### config.mk
export PLATFORM = sky130hd
export DESIGN_NAME = lexical_token_classifier_unit_flat
export DESIGN_NICKNAME = d
export VERILOG_FILES = /design/src/hdl/ltc_pkg.sv /design/src/hdl/ltc_char_if.sv /design/src/hdl/ltc_class_if.sv /design/src/hdl/ltc_scan.sv /design/src/hdl/lexical_token_classifier_unit.sv /design/src/flat_wrapper.sv
export SDC_FILE = /design/constraint.sdc
export NUM_CORES = 1
export LEC_CHECK = 0
export BUFFER_PORTS_ARGS = -buffer_cell sky130_fd_sc_hd__buf_2
export CAP_MARGIN = 20
export CORE_MARGIN = 2
export CORE_UTILIZATION = 33
export CTS_CLUSTER_SIZE = 14
export DETAILED_ROUTE_END_ITERATION = 10
export REMOVE_ABC_BUFFERS = 1
export SLEW_MARGIN = 20
export SYNTH_ARGS = -nofsm -noshare
export SYNTH_HDL_FRONTEND = slang
export SYNTH_SLANG_ARGS = --single-unit
### constraint.sdc
create_clock -name clk -period 2.55 [get_ports clk]
set_input_delay 0.1275 -clock clk [delete_from_list [all_inputs] [get_ports clk]]
set_output_delay 0.1275 -clock clk [all_outputs]
set_load 0.01 [all_outputs]
### src/hdl/ltc_pkg.sv
`default_nettype none

package ltc_pkg;

  localparam int CharW    = 8;
  localparam int CodeW    = 3;
  localparam int NumClass = 6;

  localparam int MAX_LEN_DEF = 128;
  localparam int GUID_LEN    = 36;
  localparam int BIN_MIN_LEN = 3;
  localparam int GUID_DASH0  = 8;
  localparam int GUID_DASH1  = 13;
  localparam int GUID_DASH2  = 18;
  localparam int GUID_DASH3  = 23;

  localparam logic [CharW-1:0] CH_ZERO  = 8'h30;
  localparam logic [CharW-1:0] CH_ONE   = 8'h31;
  localparam logic [CharW-1:0] CH_NINE  = 8'h39;
  localparam logic [CharW-1:0] CH_B     = 8'h62;
  localparam logic [CharW-1:0] CH_DASH  = 8'h2d;
  localparam logic [CharW-1:0] CH_DOT   = 8'h2e;
  localparam logic [CharW-1:0] CH_LO_A  = 8'h61;
  localparam logic [CharW-1:0] CH_LO_F  = 8'h66;
  localparam logic [CharW-1:0] CH_UP_A  = 8'h41;
  localparam logic [CharW-1:0] CH_UP_F  = 8'h46;

  typedef enum logic [CodeW-1:0] {
    CL_POSINT  = 3'd0,
    CL_NEGINT  = 3'd1,
    CL_BINARY  = 3'd2,
    CL_GUID    = 3'd3,
    CL_POSFLT  = 3'd4,
    CL_NEGFLT  = 3'd5,
    CL_UNKNOWN = 3'd6
  } class_t;

  typedef struct packed {
    logic [CharW-1:0] ch;
    logic             last;
  } char_t;

  typedef struct packed {
    class_t class_code;
    logic   too_long;
  } result_t;

  function automatic logic is_dig(logic [CharW-1:0] c);
    return (c >= CH_ZERO) && (c <= CH_NINE);
  endfunction

  function automatic logic is_hex(logic [CharW-1:0] c);
    return is_dig(c) || ((c >= CH_LO_A) && (c <= CH_LO_F)) ||
           ((c >= CH_UP_A) && (c <= CH_UP_F));
  endfunction

endpackage

`default_nettype wire

### src/hdl/ltc_char_if.sv
`default_nettype none

interface ltc_char_if;
  import ltc_pkg::*;

  logic             valid;
  logic             ready;
  logic [CharW-1:0] ch;
  logic             last;

  modport source (output valid, output ch, output last, input ready);
  modport sink (input valid, input ch, input last, output ready);
endinterface

`default_nettype wire

### src/hdl/ltc_class_if.sv
`default_nettype none

interface ltc_class_if;
  import ltc_pkg::*;

  logic             valid;
  logic             ready;
  logic [CodeW-1:0] class_code;
  logic             too_long;

  modport source (output valid, output class_code, output too_long, input ready);
  modport sink (input valid, input class_code, input too_long, output ready);
endinterface

`default_nettype wire

### src/hdl/ltc_scan.sv
`default_nettype none

module ltc_scan #(
  parameter int MAX_LEN = ltc_pkg::MAX_LEN_DEF
) (
  input  wire logic            clk,
  input  wire logic            rst,
  input  wire logic            step,
  input  wire ltc_pkg::char_t  item,
  output ltc_pkg::result_t     result
);
  import ltc_pkg::*;

  localparam int PosW = $clog2(MAX_LEN + 1);

  logic [PosW-1:0]     char_position, char_position_next;
  logic [NumClass-1:0] class_alive, class_alive_next;
  logic [1:0]          dot_count, dot_count_next;
  logic                prev_was_dot, prev_was_dot_next;
  logic                digit_seen, digit_seen_next;
  logic                overflowed, overflowed_next;
  logic                flt_ok;

  // classes that can still hold after character c at position p
  function automatic logic [NumClass-1:0] survivors(logic [CharW-1:0] c,
                                                    logic [PosW-1:0] p);
    logic [NumClass-1:0] keep;
    logic d, dash, dot, at0, at1, guid_dash;
    keep = '0;
    d    = is_dig(c);
    dash = (c == CH_DASH);
    dot  = (c == CH_DOT);
    at0  = (p == '0);
    at1  = (p == PosW'(1));
    guid_dash = (p == PosW'(GUID_DASH0)) || (p == PosW'(GUID_DASH1)) ||
                (p == PosW'(GUID_DASH2)) || (p == PosW'(GUID_DASH3));
    keep[CL_POSINT] = d;
    keep[CL_NEGINT] = at0 ? dash : d;
    keep[CL_BINARY] = at0 ? (c == CH_ZERO) :
                      at1 ? (c == CH_B) : ((c == CH_ZERO) || (c == CH_ONE));
    keep[CL_GUID]   = (p < PosW'(GUID_LEN)) &&
                      (guid_dash ? dash : (is_hex(c) || dash));
    keep[CL_POSFLT] = at0 ? d : (d || dot);
    keep[CL_NEGFLT] = at0 ? dash : at1 ? d : (d || dot);
    return keep;
  endfunction

  always_comb begin
    char_position_next = char_position;
    class_alive_next   = class_alive;
    dot_count_next     = dot_count;
    prev_was_dot_next  = prev_was_dot;
    digit_seen_next    = digit_seen;
    overflowed_next    = overflowed;
    if (char_position >= PosW'(MAX_LEN)) begin
      overflowed_next = 1'b1;
    end else begin
      class_alive_next = class_alive & survivors(item.ch, char_position);
      if ((item.ch == CH_DOT) && (dot_count < 2'd2)) begin
        dot_count_next = dot_count + 2'd1;
      end
      prev_was_dot_next  = (item.ch == CH_DOT);
      digit_seen_next    = digit_seen | is_dig(item.ch);
      char_position_next = char_position + PosW'(1);
    end
  end

  // priority decision on the state as it stands after this character
  always_comb begin
    flt_ok = (dot_count_next == 2'd1) && !prev_was_dot_next;
    result.class_code = CL_UNKNOWN;
    result.too_long   = overflowed_next;
    if (!overflowed_next) begin
      if (class_alive_next[CL_POSINT]) begin
        result.class_code = CL_POSINT;
      end else if (class_alive_next[CL_NEGINT] && digit_seen_next) begin
        result.class_code = CL_NEGINT;
      end else if (class_alive_next[CL_BINARY] &&
                   (char_position_next >= PosW'(BIN_MIN_LEN))) begin
        result.class_code = CL_BINARY;
      end else if (class_alive_next[CL_GUID] &&
                   (char_position_next == PosW'(GUID_LEN))) begin
        result.class_code = CL_GUID;
      end else if (class_alive_next[CL_POSFLT] && flt_ok) begin
        result.class_code = CL_POSFLT;
      end else if (class_alive_next[CL_NEGFLT] && flt_ok) begin
        result.class_code = CL_NEGFLT;
      end
    end
  end

  always_ff @(posedge clk) begin
    if (rst || (step && item.last)) begin
      char_position <= '0;
      class_alive   <= '1;
      dot_count     <= '0;
      prev_was_dot  <= 1'b0;
      digit_seen    <= 1'b0;
      overflowed    <= 1'b0;
    end else if (step) begin
      char_position <= char_position_next;
      class_alive   <= class_alive_next;
      dot_count     <= dot_count_next;
      prev_was_dot  <= prev_was_dot_next;
      digit_seen    <= digit_seen_next;
      overflowed    <= overflowed_next;
    end
  end

  a_pos_bound: assert property (@(posedge clk) disable iff (rst)
    char_position <= PosW'(MAX_LEN))
    else $error("position counter beyond limit");

  a_clear_after_last: assert property (@(posedge clk) disable iff (rst)
    step && item.last |=> (char_position == '0) && (class_alive == '1))
    else $error("token state not cleared after last item");

  a_overflow_pos: assert property (@(posedge clk) disable iff (rst)
    overflowed |-> (char_position == PosW'(MAX_LEN)))
    else $error("overflow flag without full position count");

  a_long_unknown: assert property (@(posedge clk) disable iff (rst)
    result.too_long |-> (result.class_code == CL_UNKNOWN))
    else $error("overlong token given a class");

endmodule

`default_nettype wire

### src/hdl/lexical_token_classifier_unit.sv
// Lexical token classifier.
// chars (sink): one character per item, last marks the final character of
// a token. classes (source): one item per token, carrying class_code
// (0 posint, 1 negint, 2 binary, 3 guid, 4 posfloat, 5 negfloat,
// 6 unidentified) and too_long, set when the token ran past MAX_LEN
// characters (its class is then 6).
// Throughput: one character per cycle while classes takes its results,
// including the last character of one token followed directly by the first
// of the next. A result item passes from the input register, which holds
// its last character, through the class update logic into the result
// register, which loads it once it has room.
// When classes stalls, a waiting result holds in the result register; one
// more token's characters enter, and chars.ready drops only when the input
// register holds a last character whose result has nowhere to go.
// Reset (synchronous, rst high) empties both registers and returns the
// token state to the start of a token.
`default_nettype none

module lexical_token_classifier_unit #(
  parameter int MAX_LEN = ltc_pkg::MAX_LEN_DEF
) (
  input  wire logic    clk,
  input  wire logic    rst,
  ltc_char_if.sink     chars,
  ltc_class_if.source  classes
);
  import ltc_pkg::*;

  logic    s1_valid;
  char_t   s1_item;
  logic    out_valid;
  result_t out_data;
  result_t scan_result;
  logic    out_free;
  logic    consume;

  assign out_free = !out_valid || classes.ready;
  // a non-final character needs no result slot
  assign consume  = s1_valid && (!s1_item.last || out_free);
  assign chars.ready = !s1_valid || consume;

  always_ff @(posedge clk) begin
    if (rst) begin
      s1_valid <= 1'b0;
    end else if (chars.ready) begin
      s1_valid <= chars.valid;
    end
  end

  always_ff @(posedge clk) begin
    if (chars.valid && chars.ready) begin
      s1_item.ch   <= chars.ch;
      s1_item.last <= chars.last;
    end
  end

  ltc_scan #(
    .MAX_LEN (MAX_LEN)
  ) u_scan (
    .clk    (clk),
    .rst    (rst),
    .step   (consume),
    .item   (s1_item),
    .result (scan_result)
  );

  always_ff @(posedge clk) begin
    if (rst) begin
      out_valid <= 1'b0;
    end else if (out_free) begin
      out_valid <= consume && s1_item.last;
    end
  end

  always_ff @(posedge clk) begin
    if (consume && s1_item.last) begin
      out_data <= scan_result;
    end
  end

  assign classes.valid      = out_valid;
  assign classes.class_code = out_data.class_code;
  assign classes.too_long   = out_data.too_long;

  a_result_follows: assert property (@(posedge clk) disable iff (rst)
    consume && s1_item.last |=> out_valid)
    else $error("final character gave no result item");

  a_empty_ready: assert property (@(posedge clk) disable iff (rst)
    !s1_valid |-> chars.ready)
    else $error("input held off with empty input register");

  a_hold_item: assert property (@(posedge clk) disable iff (rst)
    s1_valid && !consume |=> s1_valid && $stable(s1_item))
    else $error("waiting character lost");

endmodule

`default_nettype wire

### src/flat_wrapper.sv
// flat-port wrapper written by rule: the top's interface ports become plain ports
module lexical_token_classifier_unit_flat import ltc_pkg::*;
#(
  parameter int MAX_LEN = ltc_pkg::MAX_LEN_DEF
)
  (clk, rst, chars_valid, chars_ch, chars_last, chars_ready, classes_valid, classes_class_code, classes_too_long, classes_ready);
  ltc_char_if chars_i ();
  ltc_class_if classes_i ();
  input  wire logic clk;
  input  wire logic rst;
  input wire logic [$bits(chars_i.valid)-1:0] chars_valid;
  input wire logic [$bits(chars_i.ch)-1:0] chars_ch;
  input wire logic [$bits(chars_i.last)-1:0] chars_last;
  output wire logic [$bits(chars_i.ready)-1:0] chars_ready;
  output wire logic [$bits(classes_i.valid)-1:0] classes_valid;
  output wire logic [$bits(classes_i.class_code)-1:0] classes_class_code;
  output wire logic [$bits(classes_i.too_long)-1:0] classes_too_long;
  input wire logic [$bits(classes_i.ready)-1:0] classes_ready;
  assign chars_i.valid = chars_valid;
  assign chars_i.ch = chars_ch;
  assign chars_i.last = chars_last;
  assign chars_ready = chars_i.ready;
  assign classes_valid = classes_i.valid;
  assign classes_class_code = classes_i.class_code;
  assign classes_too_long = classes_i.too_long;
  assign classes_i.ready = classes_ready;
  lexical_token_classifier_unit #(.MAX_LEN(MAX_LEN)) u_core (.clk(clk), .rst(rst), .chars(chars_i), .classes(classes_i));
endmodule
### After elaboration in Yosys (flattened, before gate mapping)

Index checks and enable logic that the tools add are counted.

| cells by class | value |
|---|---|
| $add $sub $neg | 2 |
| $mul | 0 |
| divide/modulo/power cells | 0 |
| order comparisons | 10 |
| eq/ne operators | 12 |
| shifts and indexed selects | 0 |
| mux-type cells | 20 |
| bitwise operators | 2 |
| reductions and logical operators | 32 |

Operator list:

| kind | number |
|---|---|
| == test 8 x 6 -> 1 bit (second input constant) | 5 |
| == test 8 x 4 -> 1 bit (second input constant) | 2 |
| == test 8 x 5 -> 1 bit (second input constant) | 2 |
| >= comparator 8 x 7 -> 1 bit (second input constant) | 2 |
| less-or-equal comparator 8 x 7 -> 1 bit (second input constant) | 2 |
| logical AND 1 bit | 14 |
| logical OR 1 bit | 12 |
| two-way mux 3 bit | 4 |
| two-way mux 1 bit | 10 |
| adder 8 x 1 -> 8 bit (second input constant) | 1 |
| == test 8 x 1 -> 1 bit (second input constant) | 1 |
| == test 8 x 7 -> 1 bit (second input constant) | 1 |
| >= comparator 8 x 2 -> 1 bit (second input constant) | 1 |
| >= comparator 8 x 6 -> 1 bit (second input constant) | 1 |
| >= comparator 8 bit (second input constant) | 1 |
| less-or-equal comparator 8 x 6 -> 1 bit (second input constant) | 1 |
| zero test 8 bit | 1 |
| less-than comparator 8 x 6 -> 1 bit (second input constant) | 1 |
| two-way mux 2 bit | 4 |
| two-way mux 8 bit | 1 |
| bitwise AND 6 bit | 1 |
| two-way mux 6 bit | 1 |
| zero test 1 bit | 4 |
| adder 2 x 1 -> 2 bit (second input constant) | 1 |
| 4 further kinds | 4 |

| word-level totals | value |
|---|---|
| bits in registers | 34 |
| bits in latches | 0 |
| RAM bits | 0 |
| ROM bits | 0 |
| input port bits | 13 |
| output and inout port bits | 6 |
| logic and storage cells | 91 |
| memories | 0 |

### Logic depth before layout (Yosys ltp)

| logic depth | value |
|---|---|
| depth in word-level cells | 16 |
| gate-level depth with buffers | 8 |
| depth with buffers taken out | 8 |

### Hierarchy

Synthesis repeated with hierarchy kept, for this count alone.

| unflattened totals | value |
|---|---|
| cells, all modules | 199 |
| area, all modules | 1874.3 µm² |

Modules (own cells, without submodules):

| module | times used | cells an instance | area each (µm²) | seq. area each (µm²) |
|---|---|---|---|---|
| ltc_scan | 1 | 174 | 1380.1 | 380.4 |
| lexical_token_classifier_unit | 1 | 25 | 494.2 | 430.4 |

### Worst setup path after synthesis

Ideal clock, no wire load.

| timing | value |
|---|---|
| path type | reg-to-reg |
| start | register u_core.u_scan.char_position[0] |
| end | register u_core.out_data, in the netlist u_core.classes.class_code[0] (data pin) |
| setup time | 0.264 ns |
| arrival | 1.968 ns |
| data required time | 2.286 ns |
| slack | 0.318 ns |
| stages on the path, launching flop included | 9 |
| path buffers | 0 |
| clock period less this slack | 2.232 ns |
| path through | dfxtp_1 > inv_1 > ha_1 > or3b_2 > nor4b_1 > a31oi_1 > a32oi_1 > nand2b_1 > o22ai_2 |

| on the way | value |
|---|---|
| word-level cells in the longest chain between the ends | 12 |
| elaborated cells on any way between the ends | 43 |
| classes of those cells | add/sub (1); order compare (3); eq/ne (7); mux (18); bitwise (1); reduce/logical (13) |

Ends and longest elaborated chain:

| item | RTL line | source |
|---|---|---|
| from (decl) | ltc_scan.sv:16 | `logic [PosW-1:0] char_position, char_position_next;` |
| from (signal assigned) | ltc_scan.sv:101 | `char_position <= char_position_next;` |
| parallel branches: the longest is 12 deep, another holds adder 8 x 1 -> 8 bit | - |  |
| to (signal assigned) | lexical_token_classifier_unit.sv:77 | `out_data <= scan_result;` |
| to (decl) | lexical_token_classifier_unit.sv:32 | `result_t out_data;` |

Several ways; the timed one is not identified.
A chain may end at the register's enable or synchronous reset.

### Worst setup path in the final report

Ends and elaborated chain as after synthesis.

==> summary by stage <==
Pwr
Of the total power, the share spent switching nets is 23.2%. The static leakage power is 0.000802 µW. The final total power is 1100 µW. For this design the ratio of total power to cell area is 519 nW/µm².

The internal portion of total power is 845 µW. Per report_power, the clock group accounts for 36.5% of the total. VDD sags by at most 0.000332 V.

Summed over all nets, the switching power comes to 256 µW. The proportion of power drawn by combinational gates is 8.7%. The sequential share of power is 54.8%.

Critical path
The worst endpoint required time is 2580 ps. The highest fanout seen on the critical path is 6. The path type of the worst setup path is reg2reg. The data arrival time of the critical path is 2380 ps.

The category of the worst setup path launch point is a flip-flop. The endpoint class of the critical path is a flip-flop.

STA
Setup repair after global routing left no endpoint under its margin. The max-slew violation total from the final report is 0. The setup TNS is 0 ps.

Between clock sinks in the finished design, the worst skew comes to 2.68 ps. For the pin with the worst max-slew slack, the measured transition is 881 ps. The final worst-path cycle share is 91.9%.

Measured against its own limit, the worst slew margin works out to 41.0%. For this run, the top clock speed supported by timing is 0.427 GHz. After layout, the minimum clock period comes to 2340 ps.

The worst hold slack across all endpoints is 18.8 ps. The count of final hold-check violations is 0. Setup violations remaining at the end of the flow were counted as 0.

Clock network
In this run, CTS created clock tree buffers numbering 5. The cell at the root of the clock tree is sky130_fd_sc_hd__clkbuf_8. In this run the post-CTS setup repair buffer count came out at 0. The maximum buffer depth of the clock tree is 2.

The clock tree synthesis step divided the H-tree into 2 levels. At the later pin of the worst-skew pair, clock insertion delay measures 280 ps. The number of hold buffers added after cts is 0. The tree built by TritonCTS fans out to 34 sinks. The clock transition at the registers of the reported paths is 70 ps. The clock tree from TritonCTS is done.

Drt
The initial DRC count is 72. The per-cell via count in the routed design is 5.03. The average detailed-routed wire length per instance is 12.9 µm. Before antenna repair, the detailed router went through 4 iterations. The total number of vias is 1458. The final wirelength is 3.73 mm.

The detail route stage leaves a number of antenna-violating nets equal to 0. For this run, design rule violations remaining after detail routing come to 0.

Floorplan
The core area is 5470 µm². The initial cell density of the core is 34.0%. The chip height is 79.0 µm.

The number of core rows is 27. The number of top-level design ports is 19. The die covers 6250 µm². Measured along the x axis, the die boundary spans 79.0 µm.

Synthesis
In this run, synthesis inferred 13 flip-flops with an integrated enable. The part of the Yosys area used for sequential elements is 43.6%. The number of instances in the synthesized netlist is 197.

The synthesized area per cell is 9.43 µm². By area the synthesized netlist is led by sky130_fd_sc_hd__dfxtp_1 (23%), sky130_fd_sc_hd__edfxtp_1 (21%), sky130_fd_sc_hd__nand2_1 (4.4%). The area fraction of the dominant cell type after synthesis is 22.6%.

Summing every instance area after synthesis gives 1860 µm². The top cell type by total area after synthesis is sky130_fd_sc_hd__dfxtp_1. The number of register bits inferred by synthesis is 34. In the synthesized netlist the async set-or-reset flop fraction comes to 0%. The synthesis warning total is 0. For this run, the leading register cell type out of synthesis is sky130_fd_sc_hd__dfxtp_1. In this run, distinct cell masters in the synthesized netlist total 56.

Global route
Entering global routing, the biggest net connects 18 pins. The global-route usage over all layers is 13.3%. The first global-routing pass estimated 6.53 mm of wire. The total overflow reported by the global router is 0. The number of global-route vias before repair came to 1399.

The initial antenna violation count came to 0.

Cells and area
Summing all multi-input logic gate instances after layout gives 976 µm². After filler insertion, the fill cell instance count of the layout stands at 558. The register area is 812 µm². The relative area change from synthesis to final layout is 14.3%. The cell area after layout is 2120 µm².

The number of antenna diodes is 0. The share of cells above drive strength 1 is 21.1%. The final layout contains 234 nets.

Placement
The placed wire-length estimate is 2.80 mm. The area after detailed placement is 2020 µm². Routability-driven placement finished with a final weighted congestion of 0.852. In this run the tool buffered the top-level ports with 18 buffer cells.

Run status
The flow ran to the end, and the final reports show no timing, DRC or antenna violations.

Min path
The min-delay analysis places its worst path in the category in2reg.

Run
The number of max-cap violations is 0.
power by group through the flow:
stage / clock [µW] / combinational (µW) / sequential [µW]
after floorplan: 0 / 65.8 / 611
after global placement: 0 / 95.5 / 615
after detailed placement: 0 / 95.7 / 615
after CTS: 418 / 96.1 / 603
after global routing: 443 / 109 / 606
final: 402 / 95.8 / 604
worst max-delay path, stage by stage, from the launching register on:
cell,delay [ps]
sky130_fd_sc_hd__dfxtp_2,370
sky130_fd_sc_hd__inv_1,110
sky130_fd_sc_hd__ha_1,250
sky130_fd_sc_hd__or3b_2,450
sky130_fd_sc_hd__nor4b_1,270
sky130_fd_sc_hd__a31oi_1,180
sky130_fd_sc_hd__a32oi_2,250
sky130_fd_sc_hd__nand2b_1,150
sky130_fd_sc_hd__o22ai_2,60
path summary, 6_finish.rpt:
check	endpoint	cells past startpoint	slack [ps]	from
setup / recovery	u_core.classes.class_code[0]	8	210	u_core.u_scan.char_position[0]
hold / removal	u_core.s1_item[8]	1	20	chars_ch[7]
setup reg to reg	u_core.classes.class_code[0]	8	210	u_core.u_scan.char_position[0]
hold reg to reg	u_core.u_scan.class_alive[5]	1	450	u_core.u_scan.class_alive[5]
metrics by stage:
stage | utilization (%) | instances | setup WS [ps]
3_3_place_gp | 37.0 | 282 | 165
5_1_grt | 38.8 | 290 | 75.3
4_1_cts | 38.6 | 290 | 47.7
6_report | 38.8 | 290 | 205
3_5_place_dp | 37.0 | 282 | 124
2_1_floorplan | - | 188 | 318
area by class of cell:
class                      instances  area share [%]
inverter                           9            1.59
timing repair buffer              22            5.66
sequential                        34            38.2
multi-input combinational        145            46.0
tap                               72            4.24
clock buffer                       7            4.07
clock inverter                     1           0.236
synthesized netlist by cell type, types with 2 or more instances:
cell	number
sky130_fd_sc_hd__or3_1	2
sky130_fd_sc_hd__a21oi_1	11
sky130_fd_sc_hd__xor2_1	3
sky130_fd_sc_hd__inv_1	9
sky130_fd_sc_hd__nand2_1	22
sky130_fd_sc_hd__nand2b_1	3
sky130_fd_sc_hd__ha_1	4
sky130_fd_sc_hd__o21ai_0	4
sky130_fd_sc_hd__mux2_2	3
sky130_fd_sc_hd__nand3_1	7
sky130_fd_sc_hd__a221o_1	2
sky130_fd_sc_hd__buf_2	6
sky130_fd_sc_hd__a21o_1	2
sky130_fd_sc_hd__clkbuf_1	2
sky130_fd_sc_hd__nor4_1	3
sky130_fd_sc_hd__a31oi_1	4
sky130_fd_sc_hd__nor3b_1	3
sky130_fd_sc_hd__o2111ai_1	2
sky130_fd_sc_hd__xnor2_1	7
sky130_fd_sc_hd__a2bb2oi_1	2
sky130_fd_sc_hd__and3_1	3
sky130_fd_sc_hd__and4_1	2
sky130_fd_sc_hd__dfxtp_1	21
sky130_fd_sc_hd__edfxtp_1	13
sky130_fd_sc_hd__o21ai_1	2
sky130_fd_sc_hd__and2_1	3
sky130_fd_sc_hd__nor3_1	3
sky130_fd_sc_hd__nor2b_1	3
sky130_fd_sc_hd__nor2_1	19
flip-flops by register name, indices dropped and copies added, names as in the netlist:
| signal | flops |
|---|---|
| u_core.classes.valid | 1 |
| u_core.classes.too_long | 1 |
| u_core.u_scan.digit_seen | 1 |
| u_core.s1_item | 9 |
| u_core.s1_valid | 1 |
| u_core.u_scan.char_position | 8 |
| u_core.u_scan.dot_count | 2 |
| u_core.u_scan.prev_was_dot | 1 |
| u_core.u_scan.overflowed | 1 |
| u_core.u_scan.class_alive | 6 |
| u_core.classes.class_code | 3 |
layer usage:
metal / vias up / global-route usage (%) / share of wire (%)
li1: 753 / - / -
met1: 668 / 18.6 / 51
met2: 30 / 20.3 / 44
met3: 7 / 3.07 / 3.6
met4: 0 / 4.14 / 1.4
met5: - / 0 / 0
cells by family after synthesis:
kind of cell	count (synthesis)	synth area share (%)
buffers and inverters	18	4.24
multiplexers	3	1.82
flip-flops	34	43.6
AND/OR/NAND/NOR	85	25.6
AO/OA/AOI/OAI	43	17.3
XOR/XNOR	10	4.71
adder cells (fa/ha/maj)	4	2.69
placed cells by master, fill, tap and decap left out, types with 4 or more instances in the layout:
cell type	instances
sky130_fd_sc_hd__nand2_1	22
sky130_fd_sc_hd__ha_1	4
sky130_fd_sc_hd__o21ai_0	4
sky130_fd_sc_hd__inv_1	9
sky130_fd_sc_hd__nor2_1	19
sky130_fd_sc_hd__nand3_1	7
sky130_fd_sc_hd__a21oi_1	11
sky130_fd_sc_hd__clkbuf_8	6
sky130_fd_sc_hd__xnor2_1	7
sky130_fd_sc_hd__buf_4	4
sky130_fd_sc_hd__a31oi_1	4
sky130_fd_sc_hd__buf_2	18
sky130_fd_sc_hd__dfxtp_1	20
sky130_fd_sc_hd__edfxtp_1	13
what timing repair did:
item,4_1_cts,5_1_grt
gates resized for setup,0,2
endpoints found under the setup margin,0,2
endpoints found under the hold margin,0,0
Power figures use the tool's default switching activity.
